==> config.mk <==
export PLATFORM = sky130hd
export DESIGN_NAME = nes_datapath
export DESIGN_NICKNAME = d
export VERILOG_FILES = /design/src/rtl/core/nes_pkg.sv /design/src/rtl/core/nes_datapath.sv
export SDC_FILE = /design/constraint.sdc
export NUM_CORES = 1
export LEC_CHECK = 0
export ABC_AREA = 1
export BUFFER_PORTS_ARGS = -buffer_cell sky130_fd_sc_hd__buf_2
export CORE_AREA = 2 2 197 199
export CTS_BUF_LIST = sky130_fd_sc_hd__clkbuf_16
export DETAILED_ROUTE_END_ITERATION = 7
export DIE_AREA = 0 0 199 201
export PLACE_DENSITY = 0.76
export SYNTH_ARGS = -nofsm -noshare
export SYNTH_HDL_FRONTEND = slang
export SYNTH_SLANG_ARGS = --single-unit
==> constraint.sdc <==
create_clock -name clk_i -period 5.1 [get_ports clk_i]
set_clock_uncertainty 0.05 [all_clocks]
set_input_delay 0.765 -clock clk_i [delete_from_list [all_inputs] [get_ports clk_i]]
set_output_delay 0.765 -clock clk_i [all_outputs]
set_load 0.02 [all_outputs]
==> src/rtl/core/nes_pkg.sv <==
// Shared types and constants for the nearest embedding search block.
// Depends on nothing; imported by nes_datapath and nearest_embedding_search.
package nes_pkg;

  localparam int ELEMENT_BITS = 16;
  localparam int ENTRY_W      = 10;
  localparam int POS_W        = 9;
  localparam int DIST_W       = 41;
  localparam int SUM_W        = 42;
  localparam int SQ_W         = 2 * ELEMENT_BITS;
  localparam int CFG_IDX_W    = 2;
  localparam int CFG_DATA_W   = 16;
  localparam int ENT_CFG_W    = 11;
  localparam int LEN_CFG_W    = 10;

  localparam logic [CFG_IDX_W-1:0] REG_ENTRIES = 2'd0;
  localparam logic [CFG_IDX_W-1:0] REG_LENGTH  = 2'd1;

  localparam logic [ENT_CFG_W-1:0] ENTRIES_RST = 11'd1;
  localparam logic [LEN_CFG_W-1:0] LENGTH_RST  = 10'd512;

  typedef enum logic {
    CMD_LOAD  = 1'b0,
    CMD_QUERY = 1'b1
  } cmd_e;

  typedef struct packed {
    cmd_e                           cmd;
    logic [ENTRY_W-1:0]             entry;
    logic [POS_W-1:0]               position;
    logic signed [ELEMENT_BITS-1:0] value;
    logic                           last;
  } item_t;

  typedef struct packed {
    logic [DIST_W-1:0]  best_distance;
    logic [ENTRY_W-1:0] best_entry;
  } result_t;

  // control that travels with each element pair through the datapath
  typedef struct packed {
    logic               vld;
    logic               first;
    logic               row_end;
    logic               first_row;
    logic               fin;
    logic [ENTRY_W-1:0] entry;
  } tag_t;

endpackage

==> src/rtl/core/nes_datapath.sv <==
// Difference, square, accumulate and best-match stages of the search.
// Depends on nes_pkg; fed one element pair per cycle by nearest_embedding_search.
module nes_datapath import nes_pkg::*; (
  input  logic                           clk_i,
  input  logic                           rst_ni,
  input  tag_t                           tag_i,
  input  logic signed [ELEMENT_BITS-1:0] query_i,
  input  logic signed [ELEMENT_BITS-1:0] gallery_i,
  output result_t                        best_o,
  output logic                           done_o
);

  tag_t                           tag2_q, tag3_q, tag4_q;
  logic signed [ELEMENT_BITS:0]   diff_d, diff_q;
  logic signed [2*ELEMENT_BITS+1:0] prod;
  logic [SQ_W-1:0]                sq_q;
  logic [SUM_W-1:0]               acc_d, acc_q;
  logic [SUM_W-1:0]               best_q;
  logic [ENTRY_W-1:0]             best_idx_q;
  logic                           done_q;

  assign diff_d = $signed({query_i[ELEMENT_BITS-1], query_i})
                - $signed({gallery_i[ELEMENT_BITS-1], gallery_i});
  assign prod   = diff_q * diff_q;
  assign acc_d  = tag3_q.first ? SUM_W'(sq_q) : acc_q + SUM_W'(sq_q);

  always_ff @(posedge clk_i or negedge rst_ni) begin
    if (!rst_ni) begin
      tag2_q     <= '0;
      tag3_q     <= '0;
      tag4_q     <= '0;
      acc_q      <= '0;
      best_q     <= '0;
      best_idx_q <= '0;
      done_q     <= 1'b0;
    end else begin
      tag2_q <= tag_i;
      tag3_q <= tag2_q;
      tag4_q <= tag3_q;
      done_q <= tag4_q.vld && tag4_q.fin;
      if (tag3_q.vld) begin
        acc_q <= acc_d;
      end
      if (tag4_q.vld && tag4_q.row_end) begin
        if (tag4_q.first_row || (acc_q < best_q)) begin
          best_q     <= acc_q;
          best_idx_q <= tag4_q.entry;
        end
      end
    end
  end

  always_ff @(posedge clk_i) begin
    diff_q <= diff_d;
    sq_q   <= prod[SQ_W-1:0];
  end

  assign best_o.best_distance = best_q[DIST_W-1:0];
  assign best_o.best_entry    = best_idx_q;
  assign done_o               = done_q;

endmodule

==> metrics list <==
- Number of different library cells in the post-synthesis netlist: 44
- Critical path required time: 5410 ps
- Post-route setup slack: -312 ps
* CTS max path bufs: 2
- Counting every sink on the clock net gives 187.
* Area of the die: 40,000 um^2
- Normalized max-slew margin: 0.346
* RSZ-0062 raised after global routing: yes
- The checks that failed: negative setup slack.
- In this run, synthesis inferred 0 flip-flops with an integrated enable.
- For this block, the via count after detailed routing is 17,700.
* P&R area growth vs syn: 20.2%
- The H-tree was split into 4 levels.
- After clock tree synthesis, the clock-pin slew on the worst setup and hold paths is 80 ps.
- Leaving out fill and tap cells, the most frequent cell in the layout is nand2_1.
- Count of inserted antenna diode cells: 0
- Leaving out fill and tap cells, the most frequent cells in the layout are 666 x nand2_1, 547 x inv_1, 239 x fa_1, 177 x buf_4, 169 x nand3_1.
* Routed wire per std cell: 15.9 um
- Final period util: 1.06
* Site row count: 72
- Netlist Area Pre-Place: 20,700 um^2
* Final-report max-slew violation count: 0
- The synthesized design contains 187 register bits.
* Final-report hold violation count: 0
- The cell sitting at the root of the clock tree is a clkbuf_16.
* Data arrival time of the critical path: 5720 ps
- Die extent in y: 201 um
- The initial antenna violation count is 0.
* Layout cells sized above 1: 0.207
- During synthesis, Yosys emitted a total of 0 warnings.
* DR iter-0 viols: 960
* Area of the core: 38,100 um^2
- All-Layer GR Usage: 0.282
* Worst reg2reg setup slack: -310 ps
- Element type at the critical path start: flop
* Vias per Instance: 5.16
- Adding up every negative setup slack in the final design gives -1940 ps.
- The share of the Yosys chip area taken by registers is 0.215.
- At the later pin of the worst-skew pair, clock insertion delay measures 460 ps.
* Category of the worst setup path capture point: flop
- Average cell area after synthesis: 7.75 um^2
- Largest net degree at the start of global routing: 81
- Remaining Overflow, GRT: 0
- For this run, the post-layout net count is 3,379.
- Setup CP Type: flop to flop
* Tmin final: 5410 ps
- Routability-driven placement finished with a final weighted congestion of 0.992.
- Number of cells on the worst reg-to-reg path: 23
- Die X-Extent: 199 um
* Number of nets with antenna violations after detailed routing: 0
- The first global-routing pass estimated 89.9 mm of wire.
* Number of nets in the synthesized netlist: 3,149
* Max-capacitance violation count: 0
- The via count of the first global-routing pass was 18,600.
- The worst register-to-register path begins at diff_q[3].
- After detailed routing, the number of remaining DRC violations is 0.
- Maximum clock frequency: 0.185 GHz
- Endpoints failing setup: 13
- Status: complete, but fails checks
* Buffers on Ports: 100
- Reg2Reg Capture Point: sq_q[31]
- The first detailed-routing pass ran for 5 iterations.
- Inserted Clock Buffers: 17
- The initial utilization of the core area, before any placement, comes to 0.543.
* Hold WC Path Type: primary input to asynchronous set/reset pin
- After clock tree synthesis, the flow added hold-fix buffers numbering 0.
- Worst slew pin tran: 982 ps
- Of all flip-flops after synthesis, the portion carrying an async set or reset was 0.743.
- Most frequently used flop master after synthesis: dfrtp_1
* Top-level I/O count: 101
* Total wirelength of the detailed-routed design: 54.6 mm
* Number of cells produced by synthesis: 2,669
- TritonCTS built the clock tree.
- Detailed placer's ending HPWL: 41.9 mm
- Maximum fanout along the worst path: 7
worst max-delay path: stages, from the launching register on:
cell and delay (ps):
dfxtp_2 350, buf_6 150, nand2_2 90, inv_1 60, fa_2 560, inv_2 60, fa_2 640, buf_4 140
buf_12 90, fa_1 430, fa_1 570, fa_1 450, fa_1 490, inv_1 70, ha_4 270, inv_1 60
nor3_4 220, nand2_2 90, nor3_2 110, nand2_1 100, nand3_2 80, inv_1 50, nand2_1 70, nand2_1 50
metrics by stage:
step                      utilization  setup slack, ps  hold slack (ps)  area, um^2  std cells
after floorplan                     -            -75.4              280       21100       2669
after global placement          0.596             -386              282       22700       3343
after detailed placement        0.596             -523              285       22700       3343
after CTS                       0.636             -251              300       24200       3404
after global routing            0.653             -430              306       24900       3430
final                           0.653             -312              277       24900       3430
worst max path at each step:
stage | start | end | slack, ps | cells after the start
detailed placement | diff_q[4] | sq_q[29] | -520 | 18
floorplan | diff_q[7] | sq_q[23] | -80 | 22
finish | diff_q[3] | sq_q[31] | -310 | 23
global route | diff_q[3] | sq_q[31] | -430 | 23
global placement | diff_q[4] | sq_q[29] | -390 | 18
CTS | diff_q[3] | sq_q[30] | -250 | 19
logic make-up (layout without fill, tap and decap cells):
kind of cell             count (synthesis)  count (layout)  synth area share
AND/OR/NAND/NOR                       1109            1109             0.221
buffers and inverters                  698             941             0.136
adder cells (fa/ha/maj)                431             431             0.354
AO/OA/AOI/OAI                          194             194            0.0534
flip-flops                             187             187             0.215
XOR/XNOR                                50              50            0.0212
synth_stat cells, drive strengths merged, types with 13 or more instances:
cell | count | share of area
o21ai | 37 | 0.0091
a21oi | 104 | 0.025
nand2 | 727 | 0.13
dfrtp | 139 | 0.17
nor3 | 15 | 0.0036
a21o | 14 | 0.0051
inv | 591 | 0.11
nand3b | 14 | 0.0051
ha | 174 | 0.11
xor2 | 37 | 0.016
o21bai | 21 | 0.0076
clkbuf | 43 | 0.0078
xnor2 | 13 | 0.0055
nand4 | 15 | 0.0045
buf | 62 | 0.021
fa | 257 | 0.25
dfxtp | 48 | 0.046
nor2 | 144 | 0.026
nand3 | 176 | 0.043
registers in the layout, indices dropped and copies added (netlist names):
signal      cells
acc_q          42
best_q         42
sq_q           31
diff_q         17
tag2_q         15
tag3_q         15
tag4_q         14
best_idx_q     10
done_o          1
area by class of cell:
type                       count  area [um^2]
clock inverter                14          110
clock buffer                  18          450
fill                        3085        13200
timing repair buffer         316         2350
sequential                   187         4490
tap                          518          648
multi-input combinational   1784        14600
inverter                     593         2240
metal layers:
metal,share of wire,GRT usage,vias up
li1,-,-,8472
met1,0.41,0.340,8605
met2,0.52,0.515,459
met3,0.036,0.0321,149
met4,0.038,0.102,0
met5,0,0,-
timing repair:
action,CTS,global route
gates resized for setup,207,121
endpoints found under the setup margin,21,20
pin swaps,76,100
gates cloned,0,1
buffers inserted,29,27
Power is left out: the tool's default activity adds up to more than one toggle a clock period on the data nets, which glitch-free logic cannot reach.
